===== src/hw/rtl/rpid_pkg.sv =====
// ----------------------------------------------------------------------------
// rpid_pkg
// Shared types and constants for the run-length palette picture decoder.
// ----------------------------------------------------------------------------
package rpid_pkg;

    localparam int PALETTE_DEPTH_DEF = 128;
    localparam int QUEUE_DEPTH       = 4;

    localparam int IDX_W    = 7;
    localparam int BYTE_W   = 8;
    localparam int COLOUR_W = 16;
    localparam int LEN_W    = 9;

    localparam logic [BYTE_W-1:0] END_MARK    = 8'hFF;
    localparam logic [IDX_W-1:0]  ALPHA_INDEX = 7'h0F;
    localparam int                RUN_FLAG_BIT = 7;

    localparam logic [LEN_W-1:0] SINGLE_LEN = 9'd1;
    localparam logic [LEN_W-1:0] RUN_BIAS   = 9'd2;

    // Operations handed from parser to executor
    typedef enum logic [1:0] {
        OP_WRITE = 2'd0,
        OP_RUN   = 2'd1,
        OP_END   = 2'd2
    } op_kind_t;

    typedef struct packed {
        op_kind_t              kind;
        logic [IDX_W-1:0]      index;   // palette slot or lookup index
        logic                  zero;    // lookup lies beyond the palette
        logic [LEN_W-1:0]      len;
        logic [COLOUR_W-1:0]   value;   // colour for a palette write
    } op_t;

endpackage


===== src/hw/rtl/rle_palette_image_decoder.sv =====
// ----------------------------------------------------------------------------
// rle_palette_image_decoder
// Run-length palette picture decoder: bytes and palette writes in, one run
// descriptor (colour, length, end flag) out per run or end marker.
// ----------------------------------------------------------------------------
//  channel | handshake                 | payload
//  --------+---------------------------+------------------------------------------
//  in      | in_valid / in_stall       | action, picture_byte, palette_slot,
//          |                           | palette_value
//  out     | out_valid / out_stall     | pixel_colour, run_length, picture_done
//  cfg     | cfg_write                 | cfg_data (substitute for index 15)
//
// One word a cycle sustained while in_stall is low; palette writes and lookups
// reach the palette RAM in order, taken from a four-entry queue.
// An input word passes the queue, the RAM read stage and the output register.
// Reset clears parser phase, queue and valids; palette contents stay undefined
// until written, and there is no clearing pass.
// in_stall rises only when the queue is full, i.e. after sustained out_stall.
// ----------------------------------------------------------------------------
module rle_palette_image_decoder
    import rpid_pkg::*;
#(
    parameter int PALETTE_DEPTH = PALETTE_DEPTH_DEF
) (
    input  logic                clk,
    input  logic                rst_n,
    input  logic                cfg_write,
    input  logic [IDX_W-1:0]    cfg_data,
    input  logic                in_valid,
    output logic                in_stall,
    input  logic                action,
    input  logic [BYTE_W-1:0]   picture_byte,
    input  logic [IDX_W-1:0]    palette_slot,
    input  logic [COLOUR_W-1:0] palette_value,
    output logic                out_valid,
    input  logic                out_stall,
    output logic [COLOUR_W-1:0] pixel_colour,
    output logic [LEN_W-1:0]    run_length,
    output logic                picture_done
);

    logic accept;
    logic q_push;
    logic q_pop;
    logic q_empty;
    logic q_full;
    op_t  push_op;
    op_t  q_head;

    assign in_stall = q_full;
    assign accept   = in_valid && !q_full;

    rpid_front #(
        .PALETTE_DEPTH(PALETTE_DEPTH)
    ) u_front (
        .clk          (clk),
        .rst_n        (rst_n),
        .cfg_write    (cfg_write),
        .cfg_data     (cfg_data),
        .accept       (accept),
        .action       (action),
        .picture_byte (picture_byte),
        .palette_slot (palette_slot),
        .palette_value(palette_value),
        .push         (q_push),
        .op           (push_op)
    );

    rpid_queue u_queue (
        .clk    (clk),
        .rst_n  (rst_n),
        .push   (q_push),
        .push_op(push_op),
        .pop    (q_pop),
        .head   (q_head),
        .empty  (q_empty),
        .full   (q_full)
    );

    rpid_back #(
        .PALETTE_DEPTH(PALETTE_DEPTH)
    ) u_back (
        .clk         (clk),
        .rst_n       (rst_n),
        .head        (q_head),
        .empty       (q_empty),
        .pop         (q_pop),
        .out_valid   (out_valid),
        .out_stall   (out_stall),
        .pixel_colour(pixel_colour),
        .run_length  (run_length),
        .picture_done(picture_done)
    );

`ifndef ASSERT_OFF
    // end marker word carries no colour and no length
    a_end_word: assert property (@(posedge clk) disable iff (!rst_n)
        out_valid && picture_done |-> run_length == '0 && pixel_colour == '0)
        else $error("end word with non-zero payload");

    // every run word covers at least one pixel
    a_run_len: assert property (@(posedge clk) disable iff (!rst_n)
        out_valid && !picture_done |-> run_length != '0)
        else $error("run word with zero length");

    a_no_overflow: assert property (@(posedge clk) disable iff (!rst_n)
        q_push |-> !q_full || q_pop)
        else $error("queue pushed while full");

    a_no_underflow: assert property (@(posedge clk) disable iff (!rst_n)
        q_pop |-> !q_empty)
        else $error("queue popped while empty");
`endif

endmodule


===== src/hw/rtl/rpid_ram.sv =====
// ----------------------------------------------------------------------------
// rpid_ram
// Generic single-write, single-read RAM with registered read data.
// ----------------------------------------------------------------------------
module rpid_ram #(
    parameter int WIDTH = 16,
    parameter int DEPTH = 128
) (
    input  logic                     clk,
    input  logic                     we,
    input  logic [$clog2(DEPTH)-1:0] waddr,
    input  logic [WIDTH-1:0]         wdata,
    input  logic                     re,
    input  logic [$clog2(DEPTH)-1:0] raddr,
    output logic [WIDTH-1:0]         rdata
);

    logic [WIDTH-1:0] mem_reg [DEPTH];
    logic [WIDTH-1:0] rdata_reg;

    always_ff @(posedge clk)
    begin
        if (we)
        begin
            mem_reg[waddr] <= wdata;
        end
        if (re)
        begin
            rdata_reg <= mem_reg[raddr];
        end
    end

    assign rdata = rdata_reg;

endmodule


===== src/hw/rtl/rpid_front.sv =====
// ----------------------------------------------------------------------------
// rpid_front
// Byte parser: tracks header/index/count phase, applies the transparent
// index substitution and queues elements and in-range palette writes.
// ----------------------------------------------------------------------------
module rpid_front
    import rpid_pkg::*;
#(
    parameter int PALETTE_DEPTH = PALETTE_DEPTH_DEF
) (
    input  logic                clk,
    input  logic                rst_n,
    input  logic                cfg_write,
    input  logic [IDX_W-1:0]    cfg_data,
    input  logic                accept,
    input  logic                action,
    input  logic [BYTE_W-1:0]   picture_byte,
    input  logic [IDX_W-1:0]    palette_slot,
    input  logic [COLOUR_W-1:0] palette_value,
    output logic                push,
    output op_t                 op
);

    typedef enum logic [1:0] {
        PH_HEAD0 = 2'd0,
        PH_HEAD1 = 2'd1,
        PH_INDEX = 2'd2,
        PH_COUNT = 2'd3
    } phase_t;

    localparam logic [IDX_W:0] DEPTH_LIM = (IDX_W+1)'(PALETTE_DEPTH);

    phase_t           phase_reg, phase_next;
    logic [IDX_W-1:0] pending_reg, pending_next;
    logic [IDX_W-1:0] alpha_reg;
    logic [IDX_W-1:0] look_idx;
    logic [IDX_W-1:0] sub_idx;

    // index to look up: the held one in count phase, else the byte itself
    assign look_idx = (phase_reg == PH_COUNT) ? pending_reg : picture_byte[IDX_W-1:0];
    assign sub_idx  = (look_idx == ALPHA_INDEX) ? alpha_reg : look_idx;

    always_comb
    begin
        phase_next   = phase_reg;
        pending_next = pending_reg;
        push         = 1'b0;
        op.kind      = OP_RUN;
        op.index     = sub_idx;
        op.zero      = ({1'b0, sub_idx} >= DEPTH_LIM);
        op.len       = SINGLE_LEN;
        op.value     = palette_value;

        if (accept)
        begin
            if (!action)
            begin
                op.kind  = OP_WRITE;
                op.index = palette_slot;
                push     = ({1'b0, palette_slot} < DEPTH_LIM);
            end
            else
            begin
                unique case (phase_reg)
                    PH_HEAD0: phase_next = PH_HEAD1;
                    PH_HEAD1: phase_next = PH_INDEX;
                    PH_INDEX:
                    begin
                        priority if (picture_byte == END_MARK)
                        begin
                            op.kind    = OP_END;
                            op.zero    = 1'b1;
                            op.len     = '0;
                            push       = 1'b1;
                            phase_next = PH_HEAD0;
                        end
                        else if (picture_byte[RUN_FLAG_BIT])
                        begin
                            pending_next = picture_byte[IDX_W-1:0];
                            phase_next   = PH_COUNT;
                        end
                        else
                        begin
                            push = 1'b1;
                        end
                    end
                    PH_COUNT:
                    begin
                        op.len     = {1'b0, picture_byte} + RUN_BIAS;
                        push       = 1'b1;
                        phase_next = PH_INDEX;
                    end
                    default: phase_next = PH_HEAD0;
                endcase
            end
        end
    end

    always_ff @(posedge clk or negedge rst_n)
    begin
        if (!rst_n)
        begin
            phase_reg   <= PH_HEAD0;
            pending_reg <= '0;
            alpha_reg   <= '0;
        end
        else
        begin
            phase_reg   <= phase_next;
            pending_reg <= pending_next;
            if (cfg_write)
            begin
                alpha_reg <= cfg_data;
            end
        end
    end

endmodule


===== src/hw/rtl/rpid_queue.sv =====
// ----------------------------------------------------------------------------
// rpid_queue
// Small in-order operation queue between parser and executor.
// ----------------------------------------------------------------------------
module rpid_queue
    import rpid_pkg::*;
(
    input  logic clk,
    input  logic rst_n,
    input  logic push,
    input  op_t  push_op,
    input  logic pop,
    output op_t  head,
    output logic empty,
    output logic full
);

    localparam int PW = $clog2(QUEUE_DEPTH);
    localparam int CW = $clog2(QUEUE_DEPTH + 1);

    op_t           entry_reg [QUEUE_DEPTH];
    logic [PW-1:0] wr_ptr_reg, rd_ptr_reg;
    logic [CW-1:0] count_reg;

    assign head  = entry_reg[rd_ptr_reg];
    assign empty = (count_reg == '0);
    assign full  = (count_reg == CW'(QUEUE_DEPTH));

    always_ff @(posedge clk)
    begin
        if (push)
        begin
            entry_reg[wr_ptr_reg] <= push_op;
        end
    end

    always_ff @(posedge clk or negedge rst_n)
    begin
        if (!rst_n)
        begin
            wr_ptr_reg <= '0;
            rd_ptr_reg <= '0;
            count_reg  <= '0;
        end
        else
        begin
            if (push)
            begin
                wr_ptr_reg <= wr_ptr_reg + PW'(1);
            end
            if (pop)
            begin
                rd_ptr_reg <= rd_ptr_reg + PW'(1);
            end
            if (push && !pop)
            begin
                count_reg <= count_reg + CW'(1);
            end
            else if (pop && !push)
            begin
                count_reg <= count_reg - CW'(1);
            end
        end
    end

endmodule


===== src/hw/rtl/rpid_back.sv =====
// ----------------------------------------------------------------------------
// rpid_back
// Executor: applies palette writes, looks up run colours and holds the
// result word in an output register.
// ----------------------------------------------------------------------------
module rpid_back
    import rpid_pkg::*;
#(
    parameter int PALETTE_DEPTH = PALETTE_DEPTH_DEF
) (
    input  logic                clk,
    input  logic                rst_n,
    input  op_t                 head,
    input  logic                empty,
    output logic                pop,
    output logic                out_valid,
    input  logic                out_stall,
    output logic [COLOUR_W-1:0] pixel_colour,
    output logic [LEN_W-1:0]    run_length,
    output logic                picture_done
);

    localparam int AW = $clog2(PALETTE_DEPTH);

    logic                s1_valid_reg, s1_valid_next;
    logic                s1_zero_reg;
    logic [LEN_W-1:0]    s1_len_reg;
    logic                s1_done_reg;
    logic                out_valid_reg, out_valid_next;
    logic [COLOUR_W-1:0] colour_reg;
    logic [LEN_W-1:0]    len_reg;
    logic                done_reg;
    logic                out_free;
    logic                s1_ready;
    logic                is_write;
    logic                ram_we;
    logic                ram_re;
    logic [COLOUR_W-1:0] ram_rdata;

    assign out_free = !out_valid_reg || !out_stall;
    assign s1_ready = !s1_valid_reg || out_free;
    assign is_write = (head.kind == OP_WRITE);
    // writes never touch the lookup stage, so they drain even while it waits
    assign pop      = !empty && (is_write || s1_ready);
    assign ram_we   = pop && is_write;
    assign ram_re   = pop && (head.kind == OP_RUN) && !head.zero;

    rpid_ram #(
        .WIDTH(COLOUR_W),
        .DEPTH(PALETTE_DEPTH)
    ) u_palette (
        .clk  (clk),
        .we   (ram_we),
        .waddr(head.index[AW-1:0]),
        .wdata(head.value),
        .re   (ram_re),
        .raddr(head.index[AW-1:0]),
        .rdata(ram_rdata)
    );

    always_comb
    begin
        s1_valid_next  = s1_valid_reg;
        out_valid_next = out_valid_reg;
        if (s1_ready)
        begin
            s1_valid_next = pop && !is_write;
        end
        if (out_free)
        begin
            out_valid_next = s1_valid_reg;
        end
    end

    always_ff @(posedge clk or negedge rst_n)
    begin
        if (!rst_n)
        begin
            s1_valid_reg  <= 1'b0;
            out_valid_reg <= 1'b0;
        end
        else
        begin
            s1_valid_reg  <= s1_valid_next;
            out_valid_reg <= out_valid_next;
        end
    end

    always_ff @(posedge clk)
    begin
        if (s1_ready && pop && !is_write)
        begin
            s1_zero_reg <= head.zero;
            s1_len_reg  <= head.len;
            s1_done_reg <= (head.kind == OP_END);
        end
        if (out_free && s1_valid_reg)
        begin
            colour_reg <= s1_zero_reg ? '0 : ram_rdata;
            len_reg    <= s1_len_reg;
            done_reg   <= s1_done_reg;
        end
    end

    assign out_valid    = out_valid_reg;
    assign pixel_colour = colour_reg;
    assign run_length   = len_reg;
    assign picture_done = done_reg;

endmodule


===== config.mk =====
export PLATFORM = sky130hd
export DESIGN_NAME = rle_palette_image_decoder
export DESIGN_NICKNAME = d
export VERILOG_FILES = /design/src/hw/rtl/rpid_pkg.sv /design/src/hw/rtl/rle_palette_image_decoder.sv /design/src/hw/rtl/rpid_ram.sv /design/src/hw/rtl/rpid_front.sv /design/src/hw/rtl/rpid_queue.sv /design/src/hw/rtl/rpid_back.sv
export SDC_FILE = /design/constraint.sdc
export NUM_CORES = 2
export LEC_CHECK = 0
export BUFFER_PORTS_ARGS = -buffer_cell sky130_fd_sc_hd__buf_2
export CORE_ASPECT_RATIO = 0.6
export CORE_MARGIN = 4
export CORE_UTILIZATION = 30
export CTS_CLUSTER_DIAMETER = 60
export DETAILED_ROUTE_END_ITERATION = 7
export PLACE_DENSITY = 0.52
export SYNTH_ARGS = -nofsm -noshare
export SYNTH_HDL_FRONTEND = slang
export SYNTH_SLANG_ARGS = --single-unit

===== constraint.sdc =====
create_clock -name clk -period 6.3 [get_ports clk]
set_clock_uncertainty 0.05 [all_clocks]
set_input_delay 0.945 -clock clk [delete_from_list [all_inputs] [get_ports clk]]
set_output_delay 0.945 -clock clk [all_outputs]
set_load 0.05 [all_outputs]

==> impl_metrics.csv <==
group,metric,value,unit
status,status,"complete, but fails checks",
status,violations,"max-capacitance violations, max-slew violations",
global_routing,grt_pass1_vias,50700,
final_layout,nets,6403,
die,initial_core_util,30.2,%
power_and_ir_drop,irDropWorstVdd,416,uV
route,drt-total-wl,273,mm
critical_path,cp.arrival,6.40,ns
critical_path,critPathMaxFanout,131,
synthesis,async_flop_share,1.11,%
global_routing,grt.overflow.total,0,
placed_design,portBuffers,71,
placed_design,place_inst,10000,
synthesis,ys_seq_area_share,76.5,%
synthesis,syn_inst,6191,
final_layout,drive_gt1_share,11.4,%
clock_tree,cts_tree,"done",
global_routing,track_usage,17.4,%
timing,tightest_slew,1.72,ns
synthesis,ys_types,48,
final_layout,finalNonFillerCells,10400,
synthesis,synth_flop_cell,"edfxtp_1",
synthesis,synth.mux.area_fraction,1.28,%
timing,max-slew-margin-rel,-16.0,%
critical_path,crit_path_start_kind,"flip-flop",
timing,finalSetupViolCount,0,
timing,rsz0062_at_grt,"false",
min_path,hp-class,"input port to flip-flop",
final_layout,layout_commonest_cell,"edfxtp_1",
clock_tree,htree_num_levels,4,
clock_tree,path_clk_slew,0.07,ns
route,vias_per_cell,5.24,
critical_path,cp_slowest_cell,"mux4_4",
timing,min_period,5.84,ns
die,top_level_ports,72,
flow_run,maxCapViolCount,2,
final_layout,fillCellCount,28400,
clock_tree,ctsResizeCount,0,
route,route.vias.total,54800,
synthesis,synth_area_leader_cell,"edfxtp_1",
critical_path,worst_setup_path_end_kind,"flip-flop",
die,core,294000,um^2
final_layout,multi_input_area,19100,um^2
die,die_area,304000,um^2
critical_path,required,6.87,ns
placed_design,place_congestion,0.859,
synthesis,synth.area.top_cells,"edfxtp_1 (76%), nand2_1 (6.7%), nand3_1 (2.9%)",
placed_design,dp_hpwl,164,mm
synthesis,ys_ff_latch,2262,
synthesis,synth_top_area_share,75.8,%
route,drc,0,
synthesis,synth_xor_area_share,0.109,%
clock_tree,cts_buffers,206,
clock_tree,clk_latency,0.87,ns
global_routing,grt_pass1_wl,387,mm
synthesis,synth_fp_nets,6242,
synthesis,synth_compound_area_share,7.27,%
power_and_ir_drop,pwr_density_cell,535,nW/um^2
route,drtAntennaViolNets,0,
die,die_h,429,um
timing,hold_ws,0.244,ns
synthesis,synthSimpleGateAreaFrac,12.6,%
critical_path,path_cells,"mux4_4 -> buf_12 -> buf_12 -> and2_1 -> a211oi_1 -> a31oi_1 -> a32oi_1 -> a41oi_1 -> or4_1",
synthesis,syn_avg_cell_area,14.3,um^2
clock_tree,root_buffer,"clkbuf_16",
clock_tree,cts_setup_buffers,0,
power_and_ir_drop,p_leak,32.5,nW
critical_path,path_common_cell,"buf_12",
route,drt_first_pass_iters,6,
synthesis,yosysWarnings,0,
timing,final-hold-violation-count,0,
final_layout,synthToLayoutAreaGrowth,14.3,%
global_routing,grt_start_max_net_pins,132,
synthesis,syn_area,88600,um^2
clock_tree,cts_hold_buffers,1,
final_layout,largest_register_ffs,2048,
critical_path,worst_path_largest_cell_delay,1.07,ns
final_layout,final-seq-area,67800,um^2
critical_path,path_class,"flip-flop to flip-flop",
clock_tree,clockBufferDepth,4,
die,fp.dieW,710,um
timing,maxSlewViolCount,4,
timing,period_share,92.7,%
final_layout,final_cell_mix,"edfxtp_1 (2237), nand2_1 (1570), nand3_1 (510)",
clock_tree,cts.sinks,2262,
route,drt_iter0_drc,7999,
timing,setup_tns,0,ns
global_routing,antenna_found_initial,31,
route,routedWlPerCell,26.1,um
die,rows,154,
synthesis,synth_edf_count,2237,
synthesis,yosys.area_share.adder,0.107,%
synthesis,synth_top_family_by_area,"simple AND/OR/NAND/NOR gates",
timing,fmax,0.171,GHz
-- where the power goes --
part | total [mW] | switching [mW] | internal, mW
registers | 20.3 | 0.334 | 19.9
clock network | 12.2 | 5.64 | 6.60
logic | 21.6 | 16.5 | 5.09
total | 54.1 | 22.5 | 31.6
-- cells by family (layout without fill, tap and decap cells) --
family,Yosys count,count (layout)
buffers and inverters,427,745
other,0,33
AOI/OAI and AO/OA,851,851
adders and majority gates,7,7
muxes,69,69
DFF,2262,2262
and+or+nand+nor,2564,2564
xor gates and xnor gates,11,11
-- worst max-delay path, delay by kind of cell (launching register included) --
| family | cells | cell delay, ns |
|---|---|---|
| buffers and inverters | 2 | 0.78 |
| muxes | 1 | 1.07 |
| DFF | 1 | 0.58 |
| AOI/OAI and AO/OA | 4 | 1.89 |
| and+or+nand+nor | 2 | 0.94 |
-- final timing paths --
| path | startpoint | end | slack (ns) | cells after the start |
|---|---|---|---|---|
| setup / recovery | u_queue.rd_ptr_reg[0] | u_back.u_palette.rdata[5] | 0.46 | 9 |
| setup reg to reg | u_queue.rd_ptr_reg[0] | u_back.u_palette.rdata[5] | 0.46 | 9 |
| min in group asynchronous | rst_n | u_queue.wr_ptr_reg[1] | 0.59 | 2 |
| hold / removal | palette_value[13] | u_queue.entry_reg[0][13] | 0.24 | 1 |
| max in group asynchronous | rst_n | u_queue.rd_ptr_reg[1] | 5.16 | 2 |
| hold reg to reg | u_back.s1_len_reg[4] | u_back.run_length[4] | 0.37 | 0 |
-- per-stage QoR --
stage          total power [mW]  util (%)  instance area [um^2]  worst slack [ns]
3_5_place_dp               42.0      32.3                 94800             0.602
3_3_place_gp               41.7      32.2                 94700             0.418
2_1_floorplan              32.1         -                 88600              2.91
4_1_cts                    54.1      34.4                101000             0.575
5_1_grt                    56.5      34.4                101000             0.140
6_report                   54.1      34.5                101000             0.462
-- cell usage after synthesis, types with 19 or more instances --
cell      instances
edfxtp_1       2237
nand2_1        1570
nand3_1         510
a31oi_1         257
a211oi_1        255
a32oi_1         253
clkbuf_1        252
and2_1          229
nor2_1          157
buf_2           134
a41oi_1          64
and2_0           35
mux4_2           32
dfrtp_1          25
nor2b_1          22
buf_1            20
mux2_2           19
-- layout make-up --
class / instances / share of cell area, %
inverters: 4 / 0.0148
multi-input cells: 3502 / 18.9
flip-flops and latches: 2262 / 67.0
clock buffers: 247 / 5.31
well taps: 3900 / 4.82
clock inverters: 118 / 0.937
repair buffers: 376 / 2.95
diodes: 33 / 0.0816
-- metal layers --
layer / track usage (%) / vias to the layer above / part of all wire, %
met5: 0 / - / 0.025
met4: 2.87 / 10 / 1.5
met3: 5.14 / 297 / 12
met2: 23.2 / 2682 / 40
met1: 27.6 / 28000 / 46
li1: - / 23700 / -
No activity file was read; power rests on OpenSTA's default activity.
